## config.mk

```make
export PLATFORM = sky130hd
export DESIGN_NAME = ambient_line_syntax_checker_core
export DESIGN_NICKNAME = d
export VERILOG_FILES = /design/src/rtl/core/alsc_pkg.sv /design/src/rtl/core/alsc_step.sv /design/src/rtl/core/ambient_line_syntax_checker_core.sv
export SDC_FILE = /design/constraint.sdc
export NUM_CORES = 1
export LEC_CHECK = 0
export BUFFER_PORTS_ARGS = -buffer_cell sky130_fd_sc_hd__buf_4
export CAP_MARGIN = 10
export CORE_UTILIZATION = 45
export CTS_CLUSTER_SIZE = 24
export DETAILED_ROUTE_END_ITERATION = 12
export PLACE_DENSITY = 0.69
export RECOVER_POWER = 100
export SLEW_MARGIN = 5
export SYNTH_ARGS = -nofsm -noshare
export SYNTH_HDL_FRONTEND = slang
export SYNTH_HIERARCHICAL = 1
export SYNTH_SLANG_ARGS = --single-unit
export TNS_END_PERCENT = 50
```

## constraint.sdc

```tcl
create_clock -name i_clk -period 2 [get_ports i_clk]
set_input_delay 0.3 -clock i_clk [delete_from_list [all_inputs] [get_ports i_clk]]
set_output_delay 0.3 -clock i_clk [all_outputs]
set_load 0.01 [all_outputs]
```

## src/rtl/core/alsc_pkg.sv

```systemverilog
`timescale 1ns / 1ps
// Types and character constants for the ambient line syntax checker.
// Has no dependencies; every other file of the block refers to it by scoped names.

package alsc_pkg;

    localparam logic [7:0] CHAR_SPACE   = 8'h20;
    localparam logic [7:0] CHAR_IDENT   = 8'h41;
    localparam logic [7:0] CHAR_POINT   = 8'h2E;
    localparam logic [7:0] CHAR_COMMA   = 8'h2C;
    localparam logic [7:0] CHAR_NEWLINE = 8'h0A;
    localparam logic [7:0] CHAR_ZERO    = 8'h30;
    localparam logic [7:0] CHAR_NINE    = 8'h39;

    typedef enum logic [3:0] {
        ST_START  = 4'd0,
        ST_IDENT  = 4'd1,
        ST_SP1    = 4'd2,
        ST_INT    = 4'd3,
        ST_POINT  = 4'd4,
        ST_FRAC   = 4'd5,
        ST_SP2    = 4'd6,
        ST_RED    = 4'd7,
        ST_COMMA1 = 4'd8,
        ST_GREEN  = 4'd9,
        ST_COMMA2 = 4'd10,
        ST_BLUE   = 4'd11,
        ST_SP3    = 4'd12,
        ST_ACCEPT = 4'd13,
        ST_REJECT = 4'd14
    } t_parse_state;

    typedef enum logic [1:0] {
        VERDICT_RUNNING  = 2'd0,
        VERDICT_ACCEPTED = 2'd1,
        VERDICT_REJECTED = 2'd2
    } t_verdict;

    typedef struct packed {
        t_parse_state parse_state;
        t_verdict     verdict;
    } t_step_result;

endpackage

```

## src/rtl/core/alsc_step.sv

```systemverilog
`timescale 1ns / 1ps
// Transition logic of the ambient line recognizer: one byte, one state step.
// Purely combinational; depends on alsc_pkg.

module alsc_step (
    input  alsc_pkg::t_parse_state i_state,
    input  logic [7:0]             i_char,
    input  logic                   i_restart,
    output alsc_pkg::t_step_result o_result
);

    alsc_pkg::t_parse_state w_from;
    alsc_pkg::t_parse_state w_to;
    logic                   w_sp;
    logic                   w_dg;
    logic                   w_nl;
    logic                   w_comma;

    assign w_sp    = (i_char == alsc_pkg::CHAR_SPACE);
    assign w_dg    = (i_char >= alsc_pkg::CHAR_ZERO) && (i_char <= alsc_pkg::CHAR_NINE);
    assign w_nl    = (i_char == alsc_pkg::CHAR_NEWLINE);
    assign w_comma = (i_char == alsc_pkg::CHAR_COMMA);
    assign w_from  = i_restart ? alsc_pkg::ST_START : i_state;

    always_comb begin
        w_to = alsc_pkg::ST_REJECT;
        unique case (w_from)
            alsc_pkg::ST_START: begin
                if (w_sp) w_to = alsc_pkg::ST_START;
                else if (i_char == alsc_pkg::CHAR_IDENT) w_to = alsc_pkg::ST_IDENT;
            end
            alsc_pkg::ST_IDENT: begin
                if (w_sp) w_to = alsc_pkg::ST_SP1;
            end
            alsc_pkg::ST_SP1: begin
                if (w_sp) w_to = alsc_pkg::ST_SP1;
                else if (w_dg) w_to = alsc_pkg::ST_INT;
            end
            alsc_pkg::ST_INT: begin
                if (w_sp) w_to = alsc_pkg::ST_SP2;
                else if (i_char == alsc_pkg::CHAR_POINT) w_to = alsc_pkg::ST_POINT;
            end
            alsc_pkg::ST_POINT: begin
                if (w_dg) w_to = alsc_pkg::ST_FRAC;
            end
            alsc_pkg::ST_FRAC: begin
                if (w_sp) w_to = alsc_pkg::ST_SP2;
                else if (w_dg) w_to = alsc_pkg::ST_FRAC;
            end
            alsc_pkg::ST_SP2: begin
                if (w_sp) w_to = alsc_pkg::ST_SP2;
                else if (w_dg) w_to = alsc_pkg::ST_RED;
            end
            alsc_pkg::ST_RED: begin
                if (w_comma) w_to = alsc_pkg::ST_COMMA1;
                else if (w_dg) w_to = alsc_pkg::ST_RED;
            end
            alsc_pkg::ST_COMMA1: begin
                if (w_dg) w_to = alsc_pkg::ST_GREEN;
            end
            alsc_pkg::ST_GREEN: begin
                if (w_comma) w_to = alsc_pkg::ST_COMMA2;
                else if (w_dg) w_to = alsc_pkg::ST_GREEN;
            end
            alsc_pkg::ST_COMMA2: begin
                if (w_dg) w_to = alsc_pkg::ST_BLUE;
            end
            alsc_pkg::ST_BLUE: begin
                if (w_dg) w_to = alsc_pkg::ST_BLUE;
                else if (w_nl) w_to = alsc_pkg::ST_ACCEPT;
                else if (w_sp) w_to = alsc_pkg::ST_SP3;
            end
            alsc_pkg::ST_SP3: begin
                if (w_sp) w_to = alsc_pkg::ST_SP3;
                else if (w_nl) w_to = alsc_pkg::ST_ACCEPT;
            end
            alsc_pkg::ST_ACCEPT: begin
                w_to = alsc_pkg::ST_ACCEPT;
            end
            default: begin
                w_to = alsc_pkg::ST_REJECT;
            end
        endcase
    end

    always_comb begin
        o_result.parse_state = w_to;
        if (w_to == alsc_pkg::ST_ACCEPT) begin
            o_result.verdict = alsc_pkg::VERDICT_ACCEPTED;
        end else if (w_to == alsc_pkg::ST_REJECT) begin
            o_result.verdict = alsc_pkg::VERDICT_REJECTED;
        end else begin
            o_result.verdict = alsc_pkg::VERDICT_RUNNING;
        end
    end

endmodule

```

## src/rtl/core/ambient_line_syntax_checker_core.sv

```systemverilog
`timescale 1ns / 1ps
// Top level of the ambient line syntax checker: input register, recognizer state,
// result register. Depends on alsc_pkg and alsc_step.
//
// Usage:
//   Bytes of one ambient-light line enter on the slave stream, one item per byte,
//   with tdata carrying the byte and tuser the restart flag. A restart of one
//   returns the recognizer to the start state before that byte is consumed.
//   Every input item yields exactly one result item on the master stream,
//   carrying the verdict (running, accepted, rejected) and the new state code.
//   Accept and reject hold until a restart.
//   After acceptance the item waits in the input register and moves into the result
//   register, where it is offered, once that register is free or being emptied.
//   One item is taken every cycle while the receiver keeps up;
//   the figure is set by the single state register, updated as each item moves
//   from the input register into the result register.
//   When the receiver stalls, the result register holds its item and the input
//   register takes one further item, after which tready falls until the result
//   is taken. Reset empties both registers and puts the recognizer in the start
//   state.

module ambient_line_syntax_checker_core (
    input  logic       i_clk,
    input  logic       i_rst_n,
    input  logic       i_s_axis_tvalid,
    output logic       o_s_axis_tready,
    input  logic [7:0] i_s_axis_tdata,   // [7:0] char_in
    input  logic [0:0] i_s_axis_tuser,   // [0] restart
    output logic       o_m_axis_tvalid,
    input  logic       i_m_axis_tready,
    output logic [7:0] o_m_axis_tdata    // [1:0] verdict, [5:2] parse_state, [7:6] zero
);

    logic                   r_in_valid;
    logic [7:0]             r_char;
    logic                   r_restart;
    alsc_pkg::t_parse_state r_state;
    logic                   r_out_valid;
    alsc_pkg::t_step_result r_out;
    alsc_pkg::t_step_result n_step;
    logic                   w_advance;
    logic                   w_take;

    assign w_advance       = r_in_valid && (!r_out_valid || i_m_axis_tready);
    assign o_s_axis_tready = !r_in_valid || w_advance;
    assign w_take          = i_s_axis_tvalid && o_s_axis_tready;

    alsc_step u_step (
        .i_state   (r_state),
        .i_char    (r_char),
        .i_restart (r_restart),
        .o_result  (n_step)
    );

    always_ff @(posedge i_clk) begin
        if (!i_rst_n) begin
            r_in_valid  <= 1'b0;
            r_out_valid <= 1'b0;
            r_state     <= alsc_pkg::ST_START;
        end else begin
            if (o_s_axis_tready) begin
                r_in_valid <= i_s_axis_tvalid;
            end
            if (w_advance) begin
                r_state     <= n_step.parse_state;
                r_out_valid <= 1'b1;
            end else if (i_m_axis_tready) begin
                r_out_valid <= 1'b0;
            end
        end
    end

    always_ff @(posedge i_clk) begin
        if (w_take) begin
            r_char    <= i_s_axis_tdata;
            r_restart <= i_s_axis_tuser[0];
        end
        if (w_advance) begin
            r_out <= n_step;
        end
    end

    assign o_m_axis_tvalid = r_out_valid;
    assign o_m_axis_tdata  = {2'b00, r_out.parse_state, r_out.verdict};

endmodule

```

==> results of run 1 <==
==> cell type report <==
cell class                 instances  area, um2
timing repair buffer              44        313
sequential                        21        571
inverter                           5       18.8
multi-input combinational         96        721
clock inverter                     1       5.00
clock buffer                       3       22.5
tap                               31       38.8
fill                             247       1040
==> where the power goes <==
| group | total [mW] | internal (mW) | switching, mW |
|---|---|---|---|
| Sequential | 0.518 | 0.497 | 0.0213 |
| Clock | 0.198 | 0.0746 | 0.123 |
| Combinational | 0.238 | 0.117 | 0.121 |
==> through the flow <==
stage | util | hold WS (ns) | cells
2_1_floorplan | - | 0.399 | 133
3_3_place_gp | 0.593 | 0.478 | 196
3_5_place_dp | 0.593 | 0.479 | 196
4_1_cts | 0.609 | 0.162 | 201
5_1_grt | 0.618 | 0.171 | 201
6_report | 0.618 | 0.193 | 201
==> state kept, by name, summed over array words and instances, names as in the netlist <==
register,cells
r_char,8
o_m_axis_tdata,6
r_state,4
o_m_axis_tvalid,1
r_in_valid,1
r_restart,1
==> path summary, 6_finish.rpt <==
path         cells after the start              end               from
max                              6       r_state[3]          r_char[0]
min                              1        r_char[2]  i_s_axis_tdata[2]
max reg2reg                      6       r_state[3]          r_char[0]
min reg2reg                      1  o_m_axis_tvalid         r_in_valid
==> cell families (layout without fill, tap and decap cells) <==
family,Yosys count,in the layout,synth area share
AOI/OAI and AO/OA,32,32,0.175
xor gates and xnor gates,1,1,0.00682
buffers and inverters,16,53,0.0604
DFF,21,21,0.444
muxes,6,6,0.0468
other,1,2,0.00292
and+or+nand+nor,55,55,0.263
==> layer usage <==
layer / routed length (um) / global-route usage / vias to the layer above
met4: 85 / 0.104 / 0
met3: 100 / 0.0281 / 8
met5: 0 / 0 / -
li1: - / - / 575
met1: 1330 / 0.260 / 547
met2: 1510 / 0.332 / 33
==> synth_stat cells, drive strengths merged, types with 3 or more instances <==
| cell | instances |
|---|---|
| o21ai | 6 |
| nor2 | 3 |
| nor3b | 4 |
| a31oi | 3 |
| edfxtp | 15 |
| a21oi | 4 |
| dfxtp | 6 |
| nor3 | 5 |
| a211oi | 4 |
| buf | 6 |
| nor2b | 8 |
| nand2 | 12 |
| nand3b | 3 |
| nor4 | 3 |
| clkbuf | 5 |
| nand3 | 4 |
| inv | 5 |
| mux2i | 6 |
==> cell usage in the layout (no fill, tap or decap), drive strengths merged, types with 3 or more instances in the layout <==
cell    synthesis  routed
a211oi          4       4
a21oi           4       4
a31oi           3       3
buf             6      27
clkbuf          5      20
dfxtp           6       6
edfxtp         15      15
inv             5       5
mux2i           6       6
nand2          12      12
nand3           4       4
nand3b          3       3
nor2            3       3
nor2b           8       8
nor3            5       5
nor3b           4       4
nor4            3       3
o21ai           6       6
==> what timing repair did <==
action	CTS	global route
setup buffers	1	0
pin swaps	0	2
resized for setup	2	11
setup endpoints to repair	8	8
==> flow_metrics.py, run 1 <==
metrics = {
    "outcome": {
        "status": "finished, violations left",
        "violations": "negative setup slack",
    },
    "power_and_ir_drop": {
        "finalPower_uw": 954,
        "leakagePower_nw": 0.608,
        "vdd.ir_drop.worst_uv": 586,
        "powerDensity_nw_per_um2": 565,
    },
    "sta": {
        "relSlewSlack": 0.630,
        "finalMaxSlewViolations": 0,
        "fin_crit_sh": 1.05,
        "setup_viol": 6,
        "finalWorstSetupSlack_ns": -0.110,
        "skew_ns": 0.00652,
        "rsz0062_at_grt": "yes",
        "fmax_ghz": 0.474,
        "hold_viol": 0,
        "finalSetupTns_ns": -0.484,
        "min_period_ns": 2.11,
        "tightest_slew_ns": 0.552,
    },
    "synthesis": {
        "syn_inst": 132,
        "ys_async_sr_fraction": 0,
        "synth_area_leaders": "edfxtp_1 (35%), dfxtp_1 (9.4%), mux2i_1 (4.7%)",
        "synth_area_um2": 1280,
        "synth_top_cell_by_area": "edfxtp_1",
        "synth_top_area_share": 0.351,
        "ys.flop_type": "edfxtp_1",
        "synth_area_per_cell_um2": 9.73,
        "ys_seq_area_frac": 0.444,
        "yosysWarnings": 6,
        "synth.distinct_cells": 48,
        "ys_ff_latch": 21,
        "synth-edff-count": 15,
    },
    "floorplan": {
        "start_util": 0.470,
        "dieArea_um2": 3070,
        "die_x_um": 55.4,
        "core_um2": 2730,
        "row_count": 19,
        "io_pins": 23,
        "dieHeight_um": 55.4,
    },
    "cells_and_area": {
        "area_growth_pct": 31.6,
        "layout.nets": 184,
        "stdcell_area_um2": 1690,
        "antenna_cells": 0,
        "drive_above_1_share": 0.335,
    },
    "grt": {
        "grt_pass1_wl_um": 4860,
        "grt-ovfl-total": 0,
        "antenna_found_initial": 0,
        "grt_pass1_vias": 1096,
        "grt_max_degree": 15,
        "grt_usage": 0.202,
    },
    "worst_setup_path": {
        "rrSetupSlack_ns": -0.11,
        "required_ns": 2.18,
        "crit_path_top_delay_cell": "or4_4",
        "critPathLaunchType": "flop",
        "cp_top_family": "simple AND/OR/NAND/NOR gates",
        "crit_type": "reg2reg",
        "crit_fanout": 5,
        "critPathArrivalTime_ns": 2.29,
        "max_stage_delay_ns": 0.58,
        "cp_num_buf_inv": 1,
        "endpoint_kind": "flop",
        "crit_chain": "or4_4 > or3_4 > a2111oi_4 > inv_1 > nand2_1 > mux2i_1",
    },
    "clock_tree": {
        "clkLatencyLatePin_ns": 0.30,
        "clock-sinks": 21,
        "numCtsBuffers": 3,
        "ctsHoldBuffers": 0,
        "clockBufferDepth": 2,
        "cts_tree": "done",
        "path_clk_slew_ns": 0.11,
        "root_buffer": "clkbuf_4",
        "cts-htree-levels": 1,
    },
    "place": {
        "pre_cts_ws_ns": -0.168,
        "dpl_cell_area_um2": 1620,
        "routabilityCongestion": 0.881,
        "dp_hpwl_um": 2270,
        "io_buffers": 20,
    },
    "routing": {
        "first_pass_iters": 6,
        "vias": 1163,
        "drc": 0,
        "avgViaCountPerCell": 5.79,
        "drt-initial-drc-count": 44,
        "route.detailed.wl_per_inst_um": 15.1,
        "ant_nets": 0,
        "drt-total-wl_um": 3030,
    },
    "min_path": {
        "min-delay-path-class": "in2reg",
    },
    "run": {
        "maxCapViolations": 0,
    },
}
Note: power is estimated with default switching activity, not from simulation.
==> inputs of run 2 (changes only) <==
--- a/config.mk
+++ b/config.mk
@@ -12,6 +12,8 @@
 export DETAILED_ROUTE_END_ITERATION = 12
 export PLACE_DENSITY = 0.69
 export RECOVER_POWER = 100
+export REMOVE_ABC_BUFFERS = 1
+export SKIP_LAST_GASP = 1
 export SLEW_MARGIN = 5
 export SYNTH_ARGS = -nofsm -noshare
 export SYNTH_HDL_FRONTEND = slang
==> run 2 against run 1 <==
The flow still finishes with violations (negative setup slack). Final cell count unchanged. Power up 0.65%. Critical path depth unchanged. Highest routed layer unchanged. Largest power group unchanged.
==> flow_metrics.py, run 2 (synthesis gave the netlist of run 1 again) <==
metrics = {
    "grt": {
        "antenna_found_initial": 0,
        "grt_max_degree": 18,
        "grt_pass1_vias": 1100,
        "grt_pass1_wl_um": 5060,
        "grt-ovfl-total": 0,
        "grt_usage": 0.206,
    },
    "routing": {
        "route.detailed.wl_per_inst_um": 15.5,
        "first_pass_iters": 4,
        "drt-initial-drc-count": 59,
        "drc": 0,
        "avgViaCountPerCell": 5.84,
        "vias": 1173,
        "drt-total-wl_um": 3110,
        "ant_nets": 0,
    },
    "clock_tree": {
        "path_clk_slew_ns": 0.12,
        "clkLatencyLatePin_ns": 0.30,
        "root_buffer": "clkbuf_4",
        "numCtsBuffers": 3,
        "clockBufferDepth": 2,
        "cts_tree": "done",
        "cts-htree-levels": 1,
        "ctsHoldBuffers": 0,
        "clock-sinks": 21,
    },
    "cells_and_area": {
        "antenna_cells": 0,
        "top_register": "r_char",
        "final_cells": 201,
        "area_growth_pct": 34.0,
        "largest_reg_flops": 8,
        "num-fill-cells": 224,
        "layout.nets": 184,
        "stdcell_area_um2": 1720,
        "final_cell_mix": "buf_4 (26), edfxtp_1 (15), nand2_1 (12), clkbuf_4 (12), clkbuf_1 (8)",
        "layout_commonest_cell": "buf_4",
        "drive_above_1_share": 0.359,
    },
    "power_and_ir_drop": {
        "leakagePower_nw": 0.623,
        "powerDensity_nw_per_um2": 558,
        "intPower_uw": 683,
        "vdd.ir_drop.worst_uv": 545,
        "p_sw_frac": 0.289,
        "p_switching_uw": 277,
        "p_comb_frac": 0.243,
        "pwr-share-clk": 0.214,
        "finalPower_uw": 960,
        "sequentialPowerShare": 0.544,
    },
    "place": {
        "dpl_cell_area_um2": 1580,
        "dp_hpwl_um": 2250,
        "routabilityCongestion": 0.971,
        "dp_cells": 195,
        "io_buffers": 20,
        "pre_cts_ws_ns": -0.204,
    },
    "floorplan": {
        "row_count": 19,
        "dieArea_um2": 3070,
        "start_util": 0.470,
        "die_x_um": 55.4,
        "dieHeight_um": 55.4,
        "io_pins": 23,
        "core_um2": 2730,
    },
    "sta": {
        "finalMaxSlewViolations": 0,
        "finalWorstSetupSlack_ns": -0.0676,
        "min_period_ns": 2.07,
        "relSlewSlack": 0.616,
        "rsz0062_at_grt": "yes",
        "fin_crit_sh": 1.03,
        "tightest_slew_ns": 0.576,
        "setup_viol": 8,
        "hold_viol": 0,
        "fmax_ghz": 0.484,
        "skew_ns": 0.00721,
    },
    "worst_setup_path": {
        "cp_num_buf_inv": 1,
        "crit_path_top_delay_cell": "or4_4",
        "crit_fanout": 5,
        "cp_top_family": "simple AND/OR/NAND/NOR gates",
        "required_ns": 2.14,
        "crit_type": "reg2reg",
        "crit_chain": "or4_4 > buf_6 > nor3_4 > a32oi_1 > a21o_1 > a221oi_2",
        "critPathArrivalTime_ns": 2.20,
        "max_stage_delay_ns": 0.56,
        "endpoint_kind": "flop",
        "critPathLaunchType": "flop",
    },
    "min_path": {
        "min-delay-path-class": "in2reg",
    },
    "outcome": {
        "status": "finished, violations left",
        "violations": "negative setup slack",
    },
    "run": {
        "maxCapViolations": 0,
    },
}
[run 2: path summary, 6_finish.rpt]
check | start | endpoint | slack, ns | depth (start not counted)
setup reg to reg | r_char[0] | o_m_axis_tdata[0] | -0.07 | 6
hold / removal | i_s_axis_tdata[3] | r_char[3] | 0.19 | 1
setup / recovery | r_char[0] | o_m_axis_tdata[0] | -0.07 | 6
hold reg to reg | r_in_valid | o_m_axis_tvalid | 0.54 | 1
[run 2: per-layer routing]
metal,wire [um],vias up,GRT usage
met3,180,2,0.0164
met2,1560,47,0.353
li1,-,573,-
met5,0,-,0
met4,16,0,0.0500
met1,1350,551,0.284
[run 2: worst reg2reg max path, delay by kind of cell, from the launching register on]
family,cells,cell delay [ns]
AO/OA/AOI/OAI,3,0.63
AND/OR/NAND/NOR,2,0.72
flip-flops,1,0.40
buffers and inverters,1,0.16
[run 2: stage by stage]
stage | setup TNS (ns) | utilization | hold WS, ns
after floorplan | -0.619 | - | 0.399
after global placement | -0.871 | 0.579 | 0.478
after detailed placement | -1.11 | 0.579 | 0.479
after CTS | -0.352 | 0.618 | 0.161
after global routing | -1.08 | 0.629 | 0.175
final | -0.346 | 0.629 | 0.191
[run 2: cell type report]
cell class,instances,area [um2],share of cell area
multi-input combinational,96,759,0.441
sequential,21,572,0.332
timing repair buffer,44,304,0.177
tap,31,38.8,0.0225
clock buffer,3,22.5,0.0131
inverter,5,18.8,0.0109
clock inverter,1,5.00,0.00291
[run 2: power by group through the flow]
stage               clock network [mW]  logic [mW]  registers, mW
global route                     0.227       0.250          0.526
finish                           0.205       0.233          0.522
floorplan                            0      0.0960          0.541
detailed placement                   0       0.213          0.531
CTS                              0.208       0.228          0.521
global placement                     0       0.209          0.529
[run 2: timing repair]
item	in CTS	in global routing
buffers inserted	2	0
setup endpoints to repair	9	9
cloned	0	0
gates resized for setup	12	11
pin swaps	3	4
